[config.mk]
export PLATFORM = sky130hd
export DESIGN_NAME = nrpn_gain_matrix_writer_top_flat
export DESIGN_NICKNAME = d
export VERILOG_FILES = /design/src/sv/ngmw_pkg.sv /design/src/sv/ngmw_if.sv /design/src/sv/ngmw_state.sv /design/src/sv/ngmw_gain.sv /design/src/sv/nrpn_gain_matrix_writer_top.sv /design/src/flat_wrapper.sv
export SDC_FILE = /design/constraint.sdc
export NUM_CORES = 1
export LEC_CHECK = 0
export BUFFER_PORTS_ARGS = -buffer_cell sky130_fd_sc_hd__buf_2
export CORE_MARGIN = 2
export CORE_UTILIZATION = 45
export CTS_CLUSTER_DIAMETER = 30
export DETAILED_ROUTE_END_ITERATION = 16
export PLACE_DENSITY = 0.68
export SLEW_MARGIN = 5
export SYNTH_ARGS = -nofsm -noshare
export SYNTH_HDL_FRONTEND = slang
export SYNTH_HIERARCHICAL = 1
export SYNTH_SLANG_ARGS = --single-unit
[constraint.sdc]
create_clock -name clk -period 7.8 [get_ports clk]
set_input_delay 0.78 -clock clk [delete_from_list [all_inputs] [get_ports clk]]
set_output_delay 0.78 -clock clk [all_outputs]
set_load 0.02 [all_outputs]
[src/sv/ngmw_pkg.sv]
// shared constants and types of the nrpn gain matrix writer
package ngmw_pkg;

  localparam int CHANNELS      = 16;
  localparam int CHN_W         = 4;
  localparam int VAL_W         = 7;
  localparam int NUM_W         = 14;
  localparam int CNT_W         = 5;
  localparam int LIM_W         = 8;   // holds port limits up to 128
  localparam int IDX_W         = 4;
  localparam int GAIN_W        = 13;
  localparam int DIFF_W        = 15;
  localparam int COEF_W        = 9;
  localparam int PROD_W        = DIFF_W + COEF_W;
  localparam int GAIN_SHIFT    = 9;
  localparam int CFG_IDX_W     = 1;
  localparam int MAX_PORTS_DEF = 16;

  localparam logic [3:0]        STATUS_CC    = 4'hB;
  localparam logic [VAL_W-1:0]  CTR_NRPN_LSB = 7'h62;
  localparam logic [VAL_W-1:0]  CTR_NRPN_MSB = 7'h63;
  localparam logic [VAL_W-1:0]  CTR_DATA_LSB = 7'h26;
  localparam logic [VAL_W-1:0]  CTR_DATA_MSB = 7'h06;
  localparam logic [NUM_W-1:0]  DATA_CENTER  = 14'h1fff;
  localparam logic signed [COEF_W-1:0] GAIN_COEF  = 9'sd225;
  localparam logic [GAIN_SHIFT-1:0]    ROUND_BIAS = 9'h1ff;

  localparam logic [CFG_IDX_W-1:0] CFG_SOURCES = 1'd0;
  localparam logic [CFG_IDX_W-1:0] CFG_SINKS   = 1'd1;
  localparam logic [CNT_W-1:0]     CNT_RESET   = 5'd1;

  typedef struct packed {
    logic [NUM_W-1:0] param;
    logic [NUM_W-1:0] data;
  } entry_t;

  typedef struct packed {
    logic [IDX_W-1:0] src;
    logic [IDX_W-1:0] snk;
    logic [NUM_W-1:0] data;
  } gain_req_t;

endpackage

[src/sv/ngmw_if.sv]
// handshake channels of the nrpn gain matrix writer
interface ngmw_midi_if;
  logic       valid;
  logic       ready;
  logic [7:0] status_byte;
  logic [6:0] controller_number;
  logic [6:0] controller_value;
  modport source(output valid, status_byte, controller_number, controller_value,
                 input ready);
  modport sink(input valid, status_byte, controller_number, controller_value,
               output ready);
endinterface

interface ngmw_gain_if;
  logic               valid;
  logic               ready;
  logic [3:0]         source_index;
  logic [3:0]         sink_index;
  logic signed [12:0] gain_millibel;
  modport source(output valid, source_index, sink_index, gain_millibel,
                 input ready);
  modport sink(input valid, source_index, sink_index, gain_millibel,
               output ready);
endinterface

interface ngmw_cfg_if;
  logic       valid;
  logic       ready;
  logic [0:0] index;
  logic [4:0] data;
  modport source(output valid, index, data, input ready);
  modport sink(input valid, index, data, output ready);
endinterface

[src/sv/ngmw_state.sv]
// per-channel nrpn state memory with read-modify-write stage
module ngmw_state import ngmw_pkg::*; #(
  parameter int MAX_PORTS = MAX_PORTS_DEF
) (
  input  logic             clk,
  input  logic             rst,
  input  logic             in_valid,
  output logic             in_ready,
  input  logic [7:0]       status_byte,
  input  logic [VAL_W-1:0] controller_number,
  input  logic [VAL_W-1:0] controller_value,
  input  logic [CNT_W-1:0] sources_in_use,
  input  logic [CNT_W-1:0] sinks_in_use,
  output logic             req_valid,
  input  logic             req_ready,
  output gain_req_t        req
);

  entry_t               mem [CHANNELS];
  logic [CHANNELS-1:0]  vld;

  logic                 s1_valid;
  logic                 s1_cc;
  logic [CHN_W-1:0]     s1_chn;
  logic [VAL_W-1:0]     s1_ctr;
  logic [VAL_W-1:0]     s1_val;
  entry_t               rd_q;
  logic                 rd_ok;
  logic                 fwd;
  entry_t               fwd_entry;

  entry_t               cur;
  entry_t               entry_next;
  logic                 is_write;
  logic                 is_data;
  logic                 emit;
  logic                 s1_fire;
  logic                 accept;
  logic [LIM_W-1:0]     src_lim;
  logic [LIM_W-1:0]     snk_lim;
  logic [VAL_W-1:0]     hi;
  logic [VAL_W-1:0]     lo;

  // entry written by the previous item wins over the stale memory read
  assign cur = fwd ? fwd_entry : (rd_ok ? rd_q : '0);

  always_comb begin
    entry_next = cur;
    is_write   = 1'b0;
    is_data    = 1'b0;
    unique case (s1_ctr)
      CTR_NRPN_LSB: begin
        entry_next.param[VAL_W-1:0] = s1_val;
        is_write = 1'b1;
      end
      CTR_NRPN_MSB: begin
        entry_next.param[NUM_W-1:VAL_W] = s1_val;
        is_write = 1'b1;
      end
      CTR_DATA_LSB: begin
        entry_next.data[VAL_W-1:0] = s1_val;
        is_write = 1'b1;
        is_data  = 1'b1;
      end
      CTR_DATA_MSB: begin
        entry_next.data[NUM_W-1:VAL_W] = s1_val;
        is_write = 1'b1;
        is_data  = 1'b1;
      end
      default: begin
      end
    endcase
    is_write = is_write && s1_cc;
    is_data  = is_data && s1_cc;
  end

  assign hi = entry_next.param[NUM_W-1:VAL_W];
  assign lo = entry_next.param[VAL_W-1:0];

  // counts above the port limit saturate
  assign src_lim = (LIM_W'(sources_in_use) > LIM_W'(MAX_PORTS)) ?
                   LIM_W'(MAX_PORTS) : LIM_W'(sources_in_use);
  assign snk_lim = (LIM_W'(sinks_in_use) > LIM_W'(MAX_PORTS)) ?
                   LIM_W'(MAX_PORTS) : LIM_W'(sinks_in_use);

  assign emit = is_data && (LIM_W'(hi) < src_lim) && (LIM_W'(lo) < snk_lim);

  assign req_valid = s1_valid && emit;
  assign req.src   = hi[IDX_W-1:0];
  assign req.snk   = lo[IDX_W-1:0];
  assign req.data  = entry_next.data;

  assign s1_fire  = s1_valid && (!emit || req_ready);
  assign in_ready = !s1_valid || s1_fire;
  assign accept   = in_valid && in_ready;

  always_ff @(posedge clk) begin
    if (rst) begin
      s1_valid <= 1'b0;
      vld      <= '0;
    end else begin
      if (accept) begin
        s1_valid <= 1'b1;
      end else if (s1_fire) begin
        s1_valid <= 1'b0;
      end
      if (s1_fire && is_write) begin
        vld[s1_chn] <= 1'b1;
      end
    end
  end

  always_ff @(posedge clk) begin
    if (s1_fire && is_write) begin
      mem[s1_chn] <= entry_next;
    end
    if (accept) begin
      rd_q      <= mem[status_byte[CHN_W-1:0]];
      rd_ok     <= vld[status_byte[CHN_W-1:0]];
      fwd       <= s1_fire && is_write && (s1_chn == status_byte[CHN_W-1:0]);
      fwd_entry <= entry_next;
      s1_cc     <= (status_byte[7:4] == STATUS_CC);
      s1_chn    <= status_byte[CHN_W-1:0];
      s1_ctr    <= controller_number;
      s1_val    <= controller_value;
    end
  end

endmodule

[src/sv/ngmw_gain.sv]
// gain scaling pipeline and result register
module ngmw_gain import ngmw_pkg::*; (
  input  logic                     clk,
  input  logic                     rst,
  input  logic                     req_valid,
  output logic                     req_ready,
  input  gain_req_t                req,
  output logic                     out_valid,
  input  logic                     out_ready,
  output logic [IDX_W-1:0]         source_index,
  output logic [IDX_W-1:0]         sink_index,
  output logic signed [GAIN_W-1:0] gain_millibel
);

  logic                      a_valid;
  gain_req_t                 a_req;
  logic                      b_valid;
  logic [IDX_W-1:0]          b_src;
  logic [IDX_W-1:0]          b_snk;
  logic signed [PROD_W-1:0]  b_prod;

  logic                      a_ready;
  logic                      b_ready;
  logic                      o_ready;
  logic signed [DIFF_W-1:0]  diff;
  logic signed [PROD_W-1:0]  prod;
  logic signed [PROD_W-1:0]  biased;
  logic signed [PROD_W-1:0]  shifted;

  assign o_ready   = !out_valid || out_ready;
  assign b_ready   = !b_valid || o_ready;
  assign a_ready   = !a_valid || b_ready;
  assign req_ready = a_ready;

  assign diff = $signed({1'b0, a_req.data}) - $signed({1'b0, DATA_CENTER});
  assign prod = PROD_W'(diff) * PROD_W'(GAIN_COEF);

  // truncate toward zero: bias negative products before the shift
  assign biased  = b_prod + (b_prod[PROD_W-1] ? $signed(PROD_W'(ROUND_BIAS)) : '0);
  assign shifted = biased >>> GAIN_SHIFT;

  always_ff @(posedge clk) begin
    if (rst) begin
      a_valid   <= 1'b0;
      b_valid   <= 1'b0;
      out_valid <= 1'b0;
    end else begin
      if (a_ready) begin
        a_valid <= req_valid;
      end
      if (b_ready) begin
        b_valid <= a_valid;
      end
      if (o_ready) begin
        out_valid <= b_valid;
      end
    end
  end

  always_ff @(posedge clk) begin
    if (a_ready && req_valid) begin
      a_req <= req;
    end
    if (b_ready && a_valid) begin
      b_src  <= a_req.src;
      b_snk  <= a_req.snk;
      b_prod <= prod;
    end
    if (o_ready && b_valid) begin
      source_index  <= b_src;
      sink_index    <= b_snk;
      gain_millibel <= shifted[GAIN_W-1:0];
    end
  end

endmodule

[src/sv/nrpn_gain_matrix_writer_top.sv]
// top level of the nrpn gain matrix writer
//
// midi channel: one three-byte midi message per item; only control changes
//   are acted on, other items are taken and dropped
// gain channel: one matrix gain write per item (source, sink, millibels)
// cfg channel: writes sources_in_use (index 0) and sinks_in_use (index 1);
//   always ready, meant to be written while the block is idle
// path: a midi item passes the state read stage, the request register,
//   the multiply stage and the output register in turn
// throughput: one item per cycle when not stalled; the per-channel state
//   memory has one read and one write port, and a write to the channel
//   being read in the same cycle is forwarded into the next item
// reset: counts go to one, every channel's nrpn number and data read as
//   zero (valid bits cleared at once), all pipeline stages empty
// stall: a held result keeps its value; the stages behind it keep taking
//   items until each is full, then midi ready drops
module nrpn_gain_matrix_writer_top import ngmw_pkg::*; #(
  parameter int MAX_PORTS = MAX_PORTS_DEF
) (
  input  logic         clk,
  input  logic         rst,
  ngmw_midi_if.sink    midi,
  ngmw_gain_if.source  gain,
  ngmw_cfg_if.sink     cfg
);

  // count registers
  logic [CNT_W-1:0] sources_in_use;
  logic [CNT_W-1:0] sinks_in_use;

  // state stage to gain stage
  logic      req_valid;
  logic      req_ready;
  gain_req_t req;

  // config writes are always taken
  assign cfg.ready = 1'b1;

  always_ff @(posedge clk) begin
    if (rst) begin
      sources_in_use <= CNT_RESET;
      sinks_in_use   <= CNT_RESET;
    end else if (cfg.valid) begin
      unique case (cfg.index)
        CFG_SOURCES: sources_in_use <= cfg.data;
        CFG_SINKS:   sinks_in_use   <= cfg.data;
        default: begin
        end
      endcase
    end
  end

  // per-channel nrpn/data memory and cell check
  ngmw_state #(
    .MAX_PORTS (MAX_PORTS)
  ) u_state (
    .clk               (clk),
    .rst               (rst),
    .in_valid          (midi.valid),
    .in_ready          (midi.ready),
    .status_byte       (midi.status_byte),
    .controller_number (midi.controller_number),
    .controller_value  (midi.controller_value),
    .sources_in_use    (sources_in_use),
    .sinks_in_use      (sinks_in_use),
    .req_valid         (req_valid),
    .req_ready         (req_ready),
    .req               (req)
  );

  // data to millibel scaling and result register
  ngmw_gain u_gain (
    .clk           (clk),
    .rst           (rst),
    .req_valid     (req_valid),
    .req_ready     (req_ready),
    .req           (req),
    .out_valid     (gain.valid),
    .out_ready     (gain.ready),
    .source_index  (gain.source_index),
    .sink_index    (gain.sink_index),
    .gain_millibel (gain.gain_millibel)
  );

endmodule

[src/flat_wrapper.sv]
// flat-port wrapper written by rule: the top's interface ports become plain ports
module nrpn_gain_matrix_writer_top_flat import ngmw_pkg::*;
#(
  parameter int MAX_PORTS = MAX_PORTS_DEF
)
  (clk, rst, midi_valid, midi_status_byte, midi_controller_number, midi_controller_value, midi_ready, gain_valid, gain_source_index, gain_sink_index, gain_gain_millibel, gain_ready, cfg_valid, cfg_index, cfg_data, cfg_ready);
  ngmw_midi_if midi_i ();
  ngmw_gain_if gain_i ();
  ngmw_cfg_if cfg_i ();
  input  logic clk;
  input  logic rst;
  input wire logic [$bits(midi_i.valid)-1:0] midi_valid;
  input wire logic [$bits(midi_i.status_byte)-1:0] midi_status_byte;
  input wire logic [$bits(midi_i.controller_number)-1:0] midi_controller_number;
  input wire logic [$bits(midi_i.controller_value)-1:0] midi_controller_value;
  output wire logic [$bits(midi_i.ready)-1:0] midi_ready;
  output wire logic [$bits(gain_i.valid)-1:0] gain_valid;
  output wire logic [$bits(gain_i.source_index)-1:0] gain_source_index;
  output wire logic [$bits(gain_i.sink_index)-1:0] gain_sink_index;
  output wire logic [$bits(gain_i.gain_millibel)-1:0] gain_gain_millibel;
  input wire logic [$bits(gain_i.ready)-1:0] gain_ready;
  input wire logic [$bits(cfg_i.valid)-1:0] cfg_valid;
  input wire logic [$bits(cfg_i.index)-1:0] cfg_index;
  input wire logic [$bits(cfg_i.data)-1:0] cfg_data;
  output wire logic [$bits(cfg_i.ready)-1:0] cfg_ready;
  assign midi_i.valid = midi_valid;
  assign midi_i.status_byte = midi_status_byte;
  assign midi_i.controller_number = midi_controller_number;
  assign midi_i.controller_value = midi_controller_value;
  assign midi_ready = midi_i.ready;
  assign gain_valid = gain_i.valid;
  assign gain_source_index = gain_i.source_index;
  assign gain_sink_index = gain_i.sink_index;
  assign gain_gain_millibel = gain_i.gain_millibel;
  assign gain_i.ready = gain_ready;
  assign cfg_i.valid = cfg_valid;
  assign cfg_i.index = cfg_index;
  assign cfg_i.data = cfg_data;
  assign cfg_ready = cfg_i.ready;
  nrpn_gain_matrix_writer_top #(.MAX_PORTS(MAX_PORTS)) u_core (.clk(clk), .rst(rst), .midi(midi_i), .gain(gain_i), .cfg(cfg_i));
endmodule
**After elaboration in Yosys (flattened, before gate mapping)**

Memories as Yosys holds them, arrays and structs flattened. A register that Yosys moved wholly into a read port is not among the register bits.
Index checks and enable logic that the tools add are counted.

- Bits of input ports: 33
- Memory bits (writable): 448
- Flip-flop bits (word level): 154
- Output and inout bits: 24
- Memories: 1
- Word-level logic and storage cells: 90

Memory list:

| memory | depth | width | rd ports | clocked after memory_dff | write ports | RTL line | text |
|---|---|---|---|---|---|---|---|
| u_core.u_state.mem | 16 | 28 | 1 | 1 | 1 | ngmw_state.sv:19 | `entry_t mem [CHANNELS];` |

- Add/sub/neg operators: 2
- Bitwise gates (word level): 2
- Magnitude comparators: 7
- Eq/ne operators: 6
- Multipliers: 1
- Reduce and logical (&&, ||, !) cells: 28
- Mux-type cells: 19

Operator list:

| cell | count |
|---|---|
| $mux 28 | 2 |
| $mux 7 | 4 |
| $mul 15x9->24 const B | 1 |
| $add 22x9->22 | 1 |
| $or 16x16->16 | 1 |
| $sub 14x13->15 const B | 1 |
| $eq 7x7->1 const B | 2 |
| $lt 7x5->1 | 2 |
| $logic_and 1x1->1 | 13 |
| $gt 5x5->1 const B | 2 |
| $lt 4x5->1 const B | 2 |
| $mux 5 | 2 |
| $mux 9 | 1 |
| $mux 1 | 8 |
| $eq 7x3->1 const B | 1 |
| $eq 7x6->1 const B | 1 |
| $logic_not 1->1 | 5 |
| $logic_or 1x1->1 | 5 |
| $bmux 1 s4 | 1 |
| $demux 1 s4 | 1 |
| $eq 4x4->1 | 1 |
| $eq 4x4->1 const B | 1 |
| $ge 4x1->1 const B | 1 |
| $reduce_and 2->1 | 2 |
| other kinds (4) | 4 |

**Longest topological paths before layout**

- Depth after elaboration: 12
- Gate-level depth with buffers: 17
- Gate-level depth less buffers: 17

**Hierarchy**

Netlist, hierarchy kept.

Modules (own cells, without submodules):

| module | instances | area an instance (µm²) | seq. area each (µm²) | cells each |
|---|---|---|---|---|
| ngmw_state | 1 | 21,080.2 | 16,105.4 | 980 |
| ngmw_gain | 1 | 5,121.2 | 2,282.2 | 421 |
| nrpn_gain_matrix_writer_top | 1 | 436.7 | 200.2 | 42 |

**Worst setup path after synthesis**

No wires, ideal clock.

- Path type: flip-flop to flip-flop
- Start point: reg u_core.u_state.s1_ctr[3]
- End point: mem u_core/u_state/mem[10][0] (netlist bit), enable pin
- Buffers on the path: 2
- Period minus slack after synthesis: 6,360 ps
- Arrival time: 5,876 ps
- Setup time: 484 ps
- Slack: 1,440 ps
- Cell stages (with the launch flop): 13
- Data required time: 7,316 ps
- Path through: edfxtp_1 or3b_4 or4_1 buf_2 a21oi_1 ha_1 nand4_1 a21oi_1 nor4_4 o2111ai_2 nor4_4 buf_6 nor4_1

- Elaborated cells on any way between the ends: 22
- Those cells by class: order compare (2); eq/ne (4); mux (6); reduce/logical (10)

RTL lines:

| item | RTL line | text |
|---|---|---|
| from (decl) | ngmw_state.sv:25 | `logic [VAL_W-1:0] s1_ctr;` |
| from (signal assigned) | ngmw_state.sv:124 | `s1_ctr <= controller_number;` |
| $eq 7x7->1 | ngmw_state.sv:51 | `unique case (s1_ctr)` |
| $mux 7 | ngmw_state.sv:51 |  |
| via u_core.u_state.lo[2] | ngmw_state.sv:42 | `logic [VAL_W-1:0] lo;` |
| $lt 7x5->1 | ngmw_state.sv:86 | `assign emit = is_data && (LIM_W'(hi) < src_lim) && (LIM_W'(lo) < snk_lim);` |
| $logic_and 1x1->1 | ngmw_state.sv:86 |  |
| $logic_not 1->1 | ngmw_state.sv:93 | `assign s1_fire = s1_valid && (!emit \|\| req_ready);` |
| $logic_or 1x1->1 | ngmw_state.sv:93 |  |
| $logic_and 1x1->1 | ngmw_state.sv:93 |  |
| $logic_and 1x1->1 | ngmw_state.sv:114 | `if (s1_fire && is_write) begin` |
| $mux 1 | ngmw_state.sv:114 |  |
| $mux 1 (implied by the code) | ngmw_state.sv:115 | `mem[s1_chn] <= entry_next;` |
| to (decl) | ngmw_state.sv:19 |  |

The timed path passes the listed nets, and every way through them passes these cells.

**Final worst setup path**

- Start point: reg u_core.u_state.fwd
- End point: out midi_ready

- Elaborated cells on any way between the ends: 11
- Those cells by class: order compare (2); mux (3); reduce/logical (6)

RTL lines:

| item | RTL line | text |
|---|---|---|
| from (decl) | ngmw_state.sv:29 | `logic fwd;` |
| from (signal assigned) | ngmw_state.sv:120 | `fwd <= s1_fire && is_write && (s1_chn == status_byte[CHN_W-1:0]);` |
| $mux 28 | ngmw_state.sv:45 | `assign cur = fwd ? fwd_entry : (rd_ok ? rd_q : '0);` |
| $mux 7 | ngmw_state.sv:51 |  |
| via u_core.u_state.lo[4] | ngmw_state.sv:42 |  |
| $lt 7x5->1 | ngmw_state.sv:86 |  |
| $logic_and 1x1->1 | ngmw_state.sv:86 |  |
| $logic_not 1->1 | ngmw_state.sv:93 |  |
| $logic_or 1x1->1 | ngmw_state.sv:93 |  |
| $logic_and 1x1->1 | ngmw_state.sv:93 |  |
| $logic_or 1x1->1 | ngmw_state.sv:94 | `assign in_ready = !s1_valid \|\| s1_fire;` |
| to (decl) | flat_wrapper.sv:16 | `output wire logic [$bits(midi_i.ready)-1:0] midi_ready;` |

The timed path passes the listed nets, and every way through them passes these cells.

==> key figures <==
Placed design
  • IO buf count: 55
  • Post-DP HPWL: about 34,000 um
  • Pre-CTS setup slack: 2.14 ns
  • Gp weighted congestion: 0.826

Drt
  • # DRC: 0
  • ANT nets after route: 0
  • WL per Instance: between 20 and 25 um
  • Drt pass-1 iters: 5
  • DR iter-0 viols: about 1,300
  • Vias: ~14,000
  • Via density: 5.71
  • Final WL: approximately 56,000 um

Floorplan
  • Core Box Area: 0.0588 mm2
  • Die width: about 250 um
  • # rows: 89
  • IO Pins: 57
  • Die H: 247 um
  • Initial core utilization: between 40% and 50%
  • Die area: approximately 0.06 mm2

Critical path
  • CP arrival: around 5.6 ns
  • CP endpoint kind: output pin
  • Setup CP Type: register to output pin
  • Buf/Inv on CP: 2
  • Critical path's largest stage delay: 1.02 ns
  • Critical-path top delay cell: a21oi_1
  • Worst path most repeated cell: a21oi_1
  • Critical Path RT: ~7 ns
  • CP cell instances: nor2b_2, buf_4, a22oi_1, a21oi_1, ha_1, nand4_1, a21oi_1, nor4_4, o2111ai_2, or4_4, buf_2
  • Startpoint type of the worst setup path: register
  • CP Max Fanout: 32
  • Top delay family on crit path: simple AND/OR/NAND/NOR gates

Yosys
  • Ys async rst share: 0%
  • Largest area contributor in the netlist: edfxtp_1
  • Mapped cell area: roughly 0.027 mm2
  • Yosys warning total: 6
  • Cell count after synthesis: between 1,000 and 1,500
  • Library cells used by synthesis: 67
  • Avg Cell Area, Syn: about 18 um2
  • Count leader, synth: edfxtp_1
  • Post-synth EDFFs: 599
  • Synth area leaders: edfxtp_1 68%, mux4_2 12%, ha_1 3.9%
  • Synth Net Count: about 1,600
  • Register area share after synthesis: between 60% and 70%
  • Commonest cells in the netlist: 599 x edfxtp_1, 145 x mux4_2, 82 x ha_1
  • Top cell type's share of synthesized area: 67.5%
  • Main flop type after synthesis: edfxtp_1
  • Yosys reg bits: approximately 630

Pwr
  • Total Power: around 8.8 mW
  • VDD IR max: 0.000216 V
  • Pwr per Cell Area: 277 mW/mm2
  • Lkg Pwr: around 11 nW

CTS
  • TritonCTS clock tree: done
  • Worst-Skew Late Latency: between 0.6 and 0.7 ns
  • H-tree levels: 3
  • Clk sinks: 629
  • Num CTS Buffers: 109
  • CTS clk-pin slew, worst paths: 0.06 ns
  • Clk buf depth: 3
  • Setup repair bufs after CTS: 0
  • Root buf cell: clkbuf_16
  • Post-CTS sizing: 0
  • Hold_buf cts: 0

Finish
  • Nets: 1,715
  • # fillers: 4,505
  • Syn-to-layout area delta: 19.7%
  • Layout cells sized above 1: between 20% and 30%

STA
  • Unrepaired setup endpoints after global routing: false
  • Clock skew: 0.0673 ns
  • Final WS setup: between 1 and 1.5 ns
  • Min Clock Period, post-route: 6.35 ns
  • Final setup viols: 0
  • Tcrit/Tclk final: 81.3%
  • Tightest Pin Transition: 1.25 ns
  • Fmax: approximately 160 MHz
  • Setup TNS: 0 ns
  • Slew Limit Fails: 0
  • Slew headroom: about 17%
  • Final Hold Fails: 0

Flow run
  • Max Cap Viol: 0

Global routing
  • Pin count of the biggest net entering global routing: a little under 80
  • Vias in the first global route: roughly 14,000
  • First-pass GRT wire length: around 85,000 um
  • Initial antenna violation count: 0
  • All-layer global routing usage: between 10% and 20%
  • GR Overflow Total: 0

Run status
  • Outcome: finished clean

Hold path
  • Min-delay worst type: primary input to register
sequential cells by signal, summed over array words and instances (netlist names), 4 cells and up:
register and flops:
u_core/sinks_in_use 5, u_core/sources_in_use 5, u_core/u_gain/a_req 22, u_core/u_gain/b_prod 23, u_core/u_gain/b_snk 4, u_core/u_gain/b_src 4, u_core/u_gain/gain_millibel 13, u_core/u_gain/sink_index 4
u_core/u_gain/source_index 4, u_core/u_state/fwd_entry 28, u_core/u_state/mem 448, u_core/u_state/rd_q 28, u_core/u_state/s1_chn 4, u_core/u_state/s1_ctr 7, u_core/u_state/s1_val 7, u_core/u_state/vld 16
where the power goes:
part / internal (mW) / switching [mW]
registers: 3.75 / 0.0239
logic: 0.116 / 0.176
clock network: 3.10 / 1.68
total: 6.97 / 1.88
cell families after synthesis:
logic type	synth area share, %
xor gates and xnor gates	2.58
and+or+nand+nor	3.97
AOI/OAI and AO/OA	4.32
other	0.0141
buffers and inverters	1.91
DFF	69.8
muxes	12.8
adders and majority gates	4.60
layout make-up:
class / instances / area (um2) / area share, %
Antenna cell: 1 / 2.50 / 0.00785
Clock buffer: 117 / 2780 / 8.71
Clock inverter: 87 / 1020 / 3.21
Timing Repair Buffer: 107 / 674 / 2.11
Multi-Input combinational cell: 698 / 7690 / 24.1
Tap cell: 773 / 967 / 3.03
Inverter: 45 / 169 / 0.530
Sequential cell: 629 / 18600 / 58.3
final timing paths:
check	from	end	slack [ns]	cells after the start
worst min-delay path	midi_controller_value[4]	u_core/u_state/s1_val[4]	0.32	1
worst max register to register	u_core/u_state/fwd	u_core/u_state/rd_q[3]	2.13	11
worst min register to register	u_core/u_gain/b_src[3]	u_core/u_gain/source_index[3]	0.41	0
worst max-delay path	u_core/u_state/fwd	midi_ready	1.45	11
worst register-to-register path, cell delays in order (launching register included):
cell and delay (ns):
edfxtp_1 0.82, nor2b_2 0.63, buf_4 0.33, a22oi_1 0.11, a21oi_1 1.02, ha_1 0.45
nand4_1 0.19, a21oi_1 0.11, nor4_4 0.27, o2111ai_2 0.20, or4_4 0.58, and2_4 0.41
through the flow:
step | instances | hold WS, ns | instance area, um2 | util (%)
2_1_floorplan | 1443 | 0.400 | 26600 | -
6_report | 2457 | 0.319 | 31900 | 54.2
3_3_place_gp | 2252 | 0.402 | 28100 | 47.8
4_1_cts | 2456 | 0.288 | 31900 | 54.2
5_1_grt | 2456 | 0.303 | 31900 | 54.2
3_5_place_dp | 2252 | 0.405 | 28100 | 47.8
placed cells by master, fill, tap and decap left out, drive strengths merged, types with 6 or more instances in the layout:
cell type	synthesis	layout
mux2i	10	10
nand2	41	41
dfxtp	30	30
o21ai	25	25
edfxtp	599	599
a22oi	23	23
nor4	23	23
nand3	23	23
clkinvlp	0	9
inv	45	59
nor2	45	45
a211oi	10	10
clkbuf	43	117
o22ai	17	17
a21o	19	19
nand2b	19	19
fa	10	10
mux4	145	145
xnor2	33	33
bufinv	0	15
nand4	15	15
xor2	43	43
a21oi	51	51
buf	28	107
ha	82	82
nor2b	6	6
clkinv	0	49
routing by layer:
layer	wire, um	global-route usage [%]	vias up
li1	-	-	6150
met3	3460	3.68	76
met5	0	0	-
met1	24200	25.8	7324
met2	27200	30.3	480
met4	1020	5.94	0
No activity file was read; power rests on OpenSTA's default activity.
